**src/rtl/yuv_to_rgb_pixel_converter_defines.svh**
```systemverilog
// Assertion macros shared by the pixel converter RTL.
// Depends on nothing; included by files that carry concurrent assertions.
`ifndef YUV_TO_RGB_PIXEL_CONVERTER_DEFINES_SVH
`define YUV_TO_RGB_PIXEL_CONVERTER_DEFINES_SVH

// Same-cycle implication, disabled during reset.
`define Y2R_ASSERT_SAME(name, clk, rst, ante, cons, msg) \
   name: assert property (@(posedge clk) disable iff (rst) (ante) |-> (cons)) \
      else $error(msg);

// Next-cycle implication, disabled during reset.
`define Y2R_ASSERT_NEXT(name, clk, rst, ante, cons, msg) \
   name: assert property (@(posedge clk) disable iff (rst) (ante) |=> (cons)) \
      else $error(msg);

`endif

```
**src/rtl/y2r_pkg.sv**
```systemverilog
// Package for the YUV to RGB pixel converter: register indexes, mode codes,
// coefficient sets and the channel clip function. Depends on nothing.
`timescale 1ns / 1ps

package y2r_pkg;

   localparam int unsigned ChannelWidth = 8;
   localparam int unsigned CoefWidth    = 12;
   localparam int unsigned CoefShift    = 10;
   localparam int unsigned SumWidth     = 11;

   localparam logic [7:0] CHROMA_OFFSET = 8'd128;
   localparam logic [7:0] CHANNEL_MAX   = 8'hFF;

   localparam logic CSR_COLOR_MODE  = 1'b0;
   localparam logic CSR_SWAP_CHROMA = 1'b1;

   localparam logic [1:0] MODE_WINDOWS = 2'd0;
   localparam logic [1:0] MODE_PAL     = 2'd1;
   localparam logic [1:0] MODE_V4L2    = 2'd2;
   localparam logic [1:0] MODE_GREY    = 2'd3;

   typedef struct packed {
      logic [CoefWidth-1:0] rv;
      logic [CoefWidth-1:0] gu;
      logic [CoefWidth-1:0] gv;
      logic [CoefWidth-1:0] bu;
   } coef_set_type;

   function automatic coef_set_type coef_lookup(input logic [1:0] mode);
      coef_set_type set;
      unique case (mode)
         MODE_WINDOWS: set = '{rv: 12'd1632, gu: 12'd400, gv: 12'd528, bu: 12'd2064};
         MODE_PAL:     set = '{rv: 12'd1168, gu: 12'd408, gv: 12'd594, bu: 12'd2080};
         MODE_V4L2:    set = '{rv: 12'd1440, gu: 12'd352, gv: 12'd736, bu: 12'd1816};
         MODE_GREY:    set = '{rv: 12'd0,    gu: 12'd0,   gv: 12'd0,   bu: 12'd0};
         default:      set = '{rv: 12'd0,    gu: 12'd0,   gv: 12'd0,   bu: 12'd0};
      endcase
      return set;
   endfunction

   function automatic logic [ChannelWidth-1:0] clip_channel(input logic signed [SumWidth-1:0] x);
      logic [ChannelWidth-1:0] res;
      priority if (x < 0) begin
         res = '0;
      end else if (x > $signed({3'b000, CHANNEL_MAX})) begin
         res = CHANNEL_MAX;
      end else begin
         res = x[ChannelWidth-1:0];
      end
      return res;
   endfunction

endpackage

```
**src/rtl/yuv_to_rgb_pixel_converter.sv**
```systemverilog
// Top level of the YUV 4:2:0 to RGB24 pixel converter.
// Depends on y2r_pkg and yuv_to_rgb_pixel_converter_defines.svh.
`timescale 1ns / 1ps
`include "yuv_to_rgb_pixel_converter_defines.svh"

// Usage:
// The request channel carries one pixel per transfer: a luma byte and the
// two chroma bytes of its 2x2 block. The response channel returns one RGB24
// pixel per request, in order. Both channels transfer when valid is high and
// stall is low.
// Each pixel passes an input register and then a result register before its response
// is valid. One pixel is accepted every cycle as long as the response side does not
// stall; between the two registers lies a single combinational pass of four narrow
// multiplies, adds and clips.
// When the response side stalls, the held result stays on the outputs and an
// empty input register still takes one more pixel; after that req_stall is raised.
// The csr port sets the coefficient mode and the chroma plane order; write it
// only while no pixel is in flight. Synchronous reset empties both registers
// and returns the mode to the first coefficient set with no plane swap.
module yuv_to_rgb_pixel_converter
   import y2r_pkg::*;
(
   input  logic       clock,
   input  logic       reset,
   input  logic       req_valid,
   output logic       req_stall,
   input  logic [7:0] req_luma,
   input  logic [7:0] req_first_chroma,
   input  logic [7:0] req_second_chroma,
   output logic       rsp_valid,
   input  logic       rsp_stall,
   output logic [7:0] rsp_blue_out,
   output logic [7:0] rsp_green_out,
   output logic [7:0] rsp_red_out,
   input  logic       csr_wr_en,
   input  logic       csr_index,
   input  logic [1:0] csr_wdata
);

   logic [1:0] color_mode_ff, color_mode_in;
   logic       swap_chroma_ff, swap_chroma_in;

   logic       s1_valid_ff, s1_valid_in;
   logic [7:0] s1_luma_ff, s1_luma_in;
   logic [7:0] s1_first_ff, s1_first_in;
   logic [7:0] s1_second_ff, s1_second_in;

   logic       rsp_valid_ff, rsp_valid_in;
   logic [7:0] rsp_blue_ff, rsp_blue_in;
   logic [7:0] rsp_green_ff, rsp_green_in;
   logic [7:0] rsp_red_ff, rsp_red_in;

   logic out_free;
   logic s1_move;
   logic req_take;

   coef_set_type coef;
   logic signed [8:0]  c1, c2, u, v;
   logic signed [21:0] p_rv, p_gu, p_gv, p_bu;
   logic signed [SumWidth-1:0] t_rv, t_gu, t_gv, t_bu;
   logic signed [SumWidth-1:0] y_ext, r_sum, g_sum, b_sum;

   assign out_free  = !rsp_valid_ff || !rsp_stall;
   assign s1_move   = s1_valid_ff && out_free;
   assign req_stall = s1_valid_ff && !out_free;
   assign req_take  = req_valid && !req_stall;

   always_comb begin
      color_mode_in  = color_mode_ff;
      swap_chroma_in = swap_chroma_ff;
      if (csr_wr_en) begin
         unique case (csr_index)
            CSR_COLOR_MODE:  color_mode_in  = csr_wdata;
            CSR_SWAP_CHROMA: swap_chroma_in = csr_wdata[0];
            default: ;
         endcase
      end
   end

   always_comb begin
      s1_valid_in  = req_take || (s1_valid_ff && !s1_move);
      s1_luma_in   = req_take ? req_luma : s1_luma_ff;
      s1_first_in  = req_take ? req_first_chroma : s1_first_ff;
      s1_second_in = req_take ? req_second_chroma : s1_second_ff;
   end

   always_comb begin
      coef = coef_lookup(color_mode_ff);
      c1   = $signed({1'b0, s1_first_ff}) - $signed({1'b0, CHROMA_OFFSET});
      c2   = $signed({1'b0, s1_second_ff}) - $signed({1'b0, CHROMA_OFFSET});
      u    = swap_chroma_ff ? c1 : c2;
      v    = swap_chroma_ff ? c2 : c1;

      p_rv = 22'(v * $signed({1'b0, coef.rv}));
      p_gu = 22'(u * $signed({1'b0, coef.gu}));
      p_gv = 22'(v * $signed({1'b0, coef.gv}));
      p_bu = 22'(u * $signed({1'b0, coef.bu}));

      t_rv = SumWidth'(p_rv >>> CoefShift);
      t_gu = SumWidth'(p_gu >>> CoefShift);
      t_gv = SumWidth'(p_gv >>> CoefShift);
      t_bu = SumWidth'(p_bu >>> CoefShift);

      y_ext = $signed({3'b000, s1_luma_ff});
      r_sum = y_ext + t_rv;
      g_sum = y_ext - t_gu - t_gv;
      b_sum = y_ext + t_bu;

      rsp_valid_in = s1_move || (rsp_valid_ff && !out_free);
      rsp_blue_in  = rsp_blue_ff;
      rsp_green_in = rsp_green_ff;
      rsp_red_in   = rsp_red_ff;
      if (s1_move) begin
         if (s1_luma_ff == 8'd0) begin
            rsp_blue_in  = '0;
            rsp_green_in = '0;
            rsp_red_in   = '0;
         end else begin
            rsp_blue_in  = clip_channel(b_sum);
            rsp_green_in = clip_channel(g_sum);
            rsp_red_in   = clip_channel(r_sum);
         end
      end
   end

   always_ff @(posedge clock) begin
      if (reset) begin
         color_mode_ff  <= MODE_WINDOWS;
         swap_chroma_ff <= 1'b0;
         s1_valid_ff    <= 1'b0;
         rsp_valid_ff   <= 1'b0;
      end else begin
         color_mode_ff  <= color_mode_in;
         swap_chroma_ff <= swap_chroma_in;
         s1_valid_ff    <= s1_valid_in;
         rsp_valid_ff   <= rsp_valid_in;
      end
   end

   always_ff @(posedge clock) begin
      s1_luma_ff   <= s1_luma_in;
      s1_first_ff  <= s1_first_in;
      s1_second_ff <= s1_second_in;
      rsp_blue_ff  <= rsp_blue_in;
      rsp_green_ff <= rsp_green_in;
      rsp_red_ff   <= rsp_red_in;
   end

   assign rsp_valid     = rsp_valid_ff;
   assign rsp_blue_out  = rsp_blue_ff;
   assign rsp_green_out = rsp_green_ff;
   assign rsp_red_out   = rsp_red_ff;

   // A blocked input register keeps its pixel until the result register frees up.
   `Y2R_ASSERT_NEXT(a_s1_hold, clock, reset, s1_valid_ff && !out_free,
      s1_valid_ff && $stable(s1_luma_ff) && $stable(s1_first_ff),
      "input register lost or changed a blocked pixel")

   // A zero luma pixel always comes out black.
   `Y2R_ASSERT_NEXT(a_zero_luma, clock, reset, s1_move && s1_luma_ff == 8'd0,
      rsp_valid_ff && rsp_red_ff == 8'd0 && rsp_green_ff == 8'd0 && rsp_blue_ff == 8'd0,
      "zero luma did not give black")

   // In grey mode the three channels carry the luma unchanged.
   `Y2R_ASSERT_NEXT(a_grey_mode, clock, reset, s1_move && color_mode_ff == MODE_GREY,
      rsp_red_ff == $past(s1_luma_ff) && rsp_green_ff == $past(s1_luma_ff)
         && rsp_blue_ff == $past(s1_luma_ff),
      "grey mode result differs from luma")

endmodule

```
**config.mk**
```make
export PLATFORM = sky130hd
export DESIGN_NAME = yuv_to_rgb_pixel_converter
export DESIGN_NICKNAME = d
export VERILOG_FILES = /design/src/rtl/y2r_pkg.sv /design/src/rtl/yuv_to_rgb_pixel_converter.sv
export VERILOG_INCLUDE_DIRS = /design/src /design/src/rtl
export SDC_FILE = /design/constraint.sdc
export NUM_CORES = 1
export LEC_CHECK = 0
export BUFFER_PORTS_ARGS = -buffer_cell sky130_fd_sc_hd__buf_2
export CAP_MARGIN = 40
export CORE_MARGIN = 2
export CORE_UTILIZATION = 30
export DETAILED_ROUTE_END_ITERATION = 10
export SLEW_MARGIN = 25
export SYNTH_ARGS = -nofsm -noshare
export SYNTH_HDL_FRONTEND = slang
export SYNTH_SLANG_ARGS = --single-unit
```
**constraint.sdc**
```tcl
create_clock -name clock -period 11.5 [get_ports clock]
set_clock_uncertainty 0.05 [all_clocks]
set_input_delay 1.15 -clock clock [delete_from_list [all_inputs] [get_ports clock]]
set_output_delay 1.15 -clock clock [all_outputs]
set_load 0.02 [all_outputs]
```
==> summary.md <==
| Metric | Value |
|---|---|
| Vertical die dimension | 198 um |
| Final hold violation count | 0 |
| Warning count from the yosys run | 0 |
| Hold depth | 2 |
| Xor and xnor area share after synthesis | 0.0486 |
| # clock sinks | 53 |
| Std cell rows | 71 |
| Wirelength, routed | 26.1 mm |
| Setup slack of the critical path after layout | 2.53 ns |
| Wire length of the first global-routing pass | 43.0 mm |
| Post-Synth Simple-Gate Area | 0.112 |
| Diodes inserted | 0 |
| Number of CTS-inserted buffers | 5 |
| Per-cell via count in the routed design | 4.65 |
| Largest fanout on the critical path | 18 |
| Layout cells sized above 1 | 0.0867 |
| Slowest cell on the critical path | sky130_fd_sc_hd__nor2_1 |
| Hold slack final | 0.445 ns |
| Type of element capturing the critical path | flop |
| Fraction of synthesized area in multiplexers | 0.0214 |
| Result of the run | finished clean |
| Number of post-CTS setup repair buffers | 0 |
| Number of global-route vias before repair | 8,459 |
| Leading area contributor after synthesis | sky130_fd_sc_hd__ha_1 |
| FF-to-FF End | rsp_green_out[3] |
| Worst slack after detailed placement | 2.62 ns |
| Clock buffer depth | 2 |
| Fraction of post-synthesis cell area in the top cell type by area | 0.269 |
| Buffers added on ports | 57 |
| Insertion delay of the later-clocked pin in the worst-skew pair | 0.33 ns |
| Placeable Area | 37,400 um2 |
| Cell types with the largest area share after synthesis | sky130_fd_sc_hd__ha_1 (27%), sky130_fd_sc_hd__fa_1 (23%), sky130_fd_sc_hd__edfxtp_1 (13%) |
| Global route total overflow | 0 |
| Total half-perimeter wirelength after legalization and detailed placement | 22.7 mm |
| Type of the setup path with the least slack | flop to flop |
| Worst-Margin Slew | 0.839 ns |
| Post-synth top flop | sky130_fd_sc_hd__edfxtp_1 |
| Final weighted congestion of routability-driven global placement | 0.874 |
| H-Tree Level Count | 2 |
| PostCTS Resize Cnt | 0 |
| Data required time at the worst endpoint | 11.64 ns |
| Post-synthesis share of cell area spent on full adders, half adders and majority gates | 0.500 |
| Reg-to-reg startpoint | color_mode_ff[0] |
| Async SR Flop Fraction | 0 |
| Fin area | 12,400 um2 |
| Largest stage delay on the critical path | 0.74 ns |
| TritonCTS clock tree | yes |
| Die outline area | 39,200 um2 |
| Sum Neg Setup Slack | 0 ns |
| Buffer type at the clock tree root | sky130_fd_sc_hd__clkbuf_16 |
| Residual DRC count | 0 |
| Length of the first detailed-routing pass in iterations | 4 |
| Largest net degree at the start of global routing | 25 |
| Worst path bufs/invs | 3 |
| Floorplan die width | 198 um |
| EDFF count, synth | 48 |
| Maximum capacitance violations | 0 |
| Net count of the mapped netlist | 1,590 |
| Flop2flop setup slack | 2.53 ns |
| Number of routed nets with antenna violations | 0 |
| Placed standard-cell area | 12,200 um2 |
| Sequential share of the synthesized area | 0.137 |
| Initial Util | 0.302 |
| Post-synthesis instance area | 11,300 um2 |
| Mean cell area of the mapped netlist | 9.53 um2 |
| Max Freq | 112 MHz |
| Remaining max-slew budget at the tightest pin | 0.435 |
| Netlist cell types | 62 |
| Fill cell count | 3,838 |
| Most common cell type on the critical path | sky130_fd_sc_hd__fa_1 |
| Final-report setup violation count | 0 |
| Global-route total usage across every layer | 0.141 |
| Hold Buf Count CTS | 0 |
| Synth Instances | 1,185 |
| Depth of the worst register-to-register path | 29 |
| RSZ-0062 raised after global routing | no |
| CP delay by family, top | adder cells |
| Shortest period the worst path allows | 8.97 ns |
| Net total in the final layout | 1,650 |
| Post-route clock period utilization | 0.780 |
| Avg WL per Cell | 14.9 um |
| Area growth from synthesis to layout | 9.84% |
| Number of flip-flops and latches in the synthesized netlist | 53 |
| Main combinational cell family by area after synthesis | adder cells |
| Initial antenna violation count | 1 |
| Register clock-pin slew on the reported worst setup and hold paths | 0.09 ns |
| DR vias | 8,167 |
| Data arrival time of the critical path | 9.11 ns |
| Min-Delay Startpoint | s1_valid_ff |
| Top-Level Pins | 58 |
| Slew Limit Fails | 0 |
| Post-synthesis compound-gate area fraction | 0.0917 |
| Path class of the lowest-slack min-delay path | flop to flop |
| Critical Path Start Type | flop |
| Initial drt markers | 374 |
==> per-stage QoR <==
step                 util  std cells
floorplan               -       1185
global placement    0.326       1744
detailed placement  0.327       1747
CTS                 0.331       1755
global route        0.332       1757
finish              0.332       1757
==> cells by family after synthesis <==
| logic type | Yosys count |
|---|---|
| AO/OA/AOI/OAI | 151 |
| adder cells (fa/ha/maj) | 373 |
| multiplexers | 22 |
| flip-flops | 53 |
| XOR/XNOR | 61 |
| buffers and inverters | 269 |
| AND/OR/NAND/NOR | 256 |
==> worst reg2reg max path: cells and delay by family (launching register included) <==
family | cells | cell delay (ns)
compound gates | 8 | 1.76
flops | 1 | 0.39
xor+xnor | 2 | 0.59
buf+inv | 3 | 0.21
simple gates | 7 | 1.93
fa+ha+maj | 9 | 3.93
==> final cells by class <==
type / instances / area (um2) / share of cell area
multi-input cells: 863 / 8740 / 0.705
clock inverters: 2 / 17.5 / 0.00141
flip-flops and latches: 53 / 1540 / 0.124
inverters: 256 / 961 / 0.0775
clock buffers: 6 / 139 / 0.0112
repair buffers: 66 / 365 / 0.0295
well taps: 511 / 639 / 0.0515
==> cell usage in the layout (no fill, tap or decap), types with 4 or more instances in the layout <==
cell / Yosys / final
sky130_fd_sc_hd__a211oi_1: 12 / 12
sky130_fd_sc_hd__a21o_1: 10 / 10
sky130_fd_sc_hd__a21oi_1: 36 / 36
sky130_fd_sc_hd__and2_1: 17 / 17
sky130_fd_sc_hd__buf_2: 0 / 58
sky130_fd_sc_hd__buf_4: 0 / 5
sky130_fd_sc_hd__clkbuf_16: 0 / 5
sky130_fd_sc_hd__dfxtp_1: 5 / 5
sky130_fd_sc_hd__edfxtp_1: 48 / 48
sky130_fd_sc_hd__fa_1: 130 / 130
sky130_fd_sc_hd__ha_1: 243 / 243
sky130_fd_sc_hd__inv_1: 254 / 254
sky130_fd_sc_hd__mux2_2: 7 / 7
sky130_fd_sc_hd__mux2i_1: 12 / 12
sky130_fd_sc_hd__nand2_1: 42 / 42
sky130_fd_sc_hd__nand2b_1: 23 / 23
sky130_fd_sc_hd__nand3_1: 19 / 19
sky130_fd_sc_hd__nand3b_1: 4 / 4
sky130_fd_sc_hd__nand4_1: 4 / 4
sky130_fd_sc_hd__nor2_1: 85 / 85
sky130_fd_sc_hd__nor2b_1: 23 / 22
sky130_fd_sc_hd__nor3_1: 14 / 14
sky130_fd_sc_hd__o21a_1: 20 / 20
sky130_fd_sc_hd__o21ai_0: 31 / 31
sky130_fd_sc_hd__o21bai_1: 4 / 4
sky130_fd_sc_hd__o31ai_1: 4 / 4
sky130_fd_sc_hd__or2_2: 11 / 11
sky130_fd_sc_hd__xnor2_1: 43 / 43
sky130_fd_sc_hd__xor2_1: 17 / 17
==> cells in the mapped netlist (4+ instances only) <==
cell type                  number
sky130_fd_sc_hd__nand3b_1       4
sky130_fd_sc_hd__fa_1         130
sky130_fd_sc_hd__nor2_1        85
sky130_fd_sc_hd__o31ai_1        4
sky130_fd_sc_hd__o21ai_0       31
sky130_fd_sc_hd__o21bai_1       4
sky130_fd_sc_hd__a21boi_0       4
sky130_fd_sc_hd__dfxtp_1        5
sky130_fd_sc_hd__nand4_1        4
sky130_fd_sc_hd__nor2b_1       23
sky130_fd_sc_hd__xor2_1        17
sky130_fd_sc_hd__a211oi_1      12
sky130_fd_sc_hd__edfxtp_1      48
sky130_fd_sc_hd__clkbuf_1      11
sky130_fd_sc_hd__nand3_1       19
sky130_fd_sc_hd__nor3_1        14
sky130_fd_sc_hd__nand2_1       42
sky130_fd_sc_hd__o21a_1        20
sky130_fd_sc_hd__mux2i_1       12
sky130_fd_sc_hd__nand2b_1      23
sky130_fd_sc_hd__or2_2         11
sky130_fd_sc_hd__and2_1        17
sky130_fd_sc_hd__inv_1        254
sky130_fd_sc_hd__a21oi_1       36
sky130_fd_sc_hd__xnor2_1       43
sky130_fd_sc_hd__ha_1         243
sky130_fd_sc_hd__mux2_2         7
sky130_fd_sc_hd__a21o_1        10
==> flip-flops by register name (all words and copies together), names as in the netlist, named ones only <==
register / cells
s1_valid_ff: 1
rsp_red_out: 8
s1_first_ff: 8
s1_second_ff: 8
rsp_green_out: 8
swap_chroma_ff: 1
rsp_blue_out: 8
s1_luma_ff: 8
color_mode_ff: 2
==> worst max path at each step <==
stage,endpoint,from,depth (start not counted)
2_1_floorplan,rsp_green_out[0],swap_chroma_ff,26
6_report,rsp_green_out[3],color_mode_ff[0],29
4_1_cts,rsp_green_out[3],color_mode_ff[0],29
3_5_place_dp,rsp_green_out[5],color_mode_ff[1],28
5_1_grt,rsp_green_out[0],color_mode_ff[1],29
3_3_place_gp,rsp_green_out[1],swap_chroma_ff,26
==> layer usage <==
metal / routed length, um / up-vias / track usage / part of all wire
met2: 13200 / 135 / 0.252 / 0.50
met3: 990 / 29 / 0.0210 / 0.038
met4: 456 / 0 / 0.0340 / 0.017
li1: - / 4012 / - / -
met5: 0 / - / 0 / 0
met1: 11500 / 3991 / 0.177 / 0.44
Power is not shown: default switching activity piles up to over one toggle a cycle in this logic, so the estimate is an artifact.
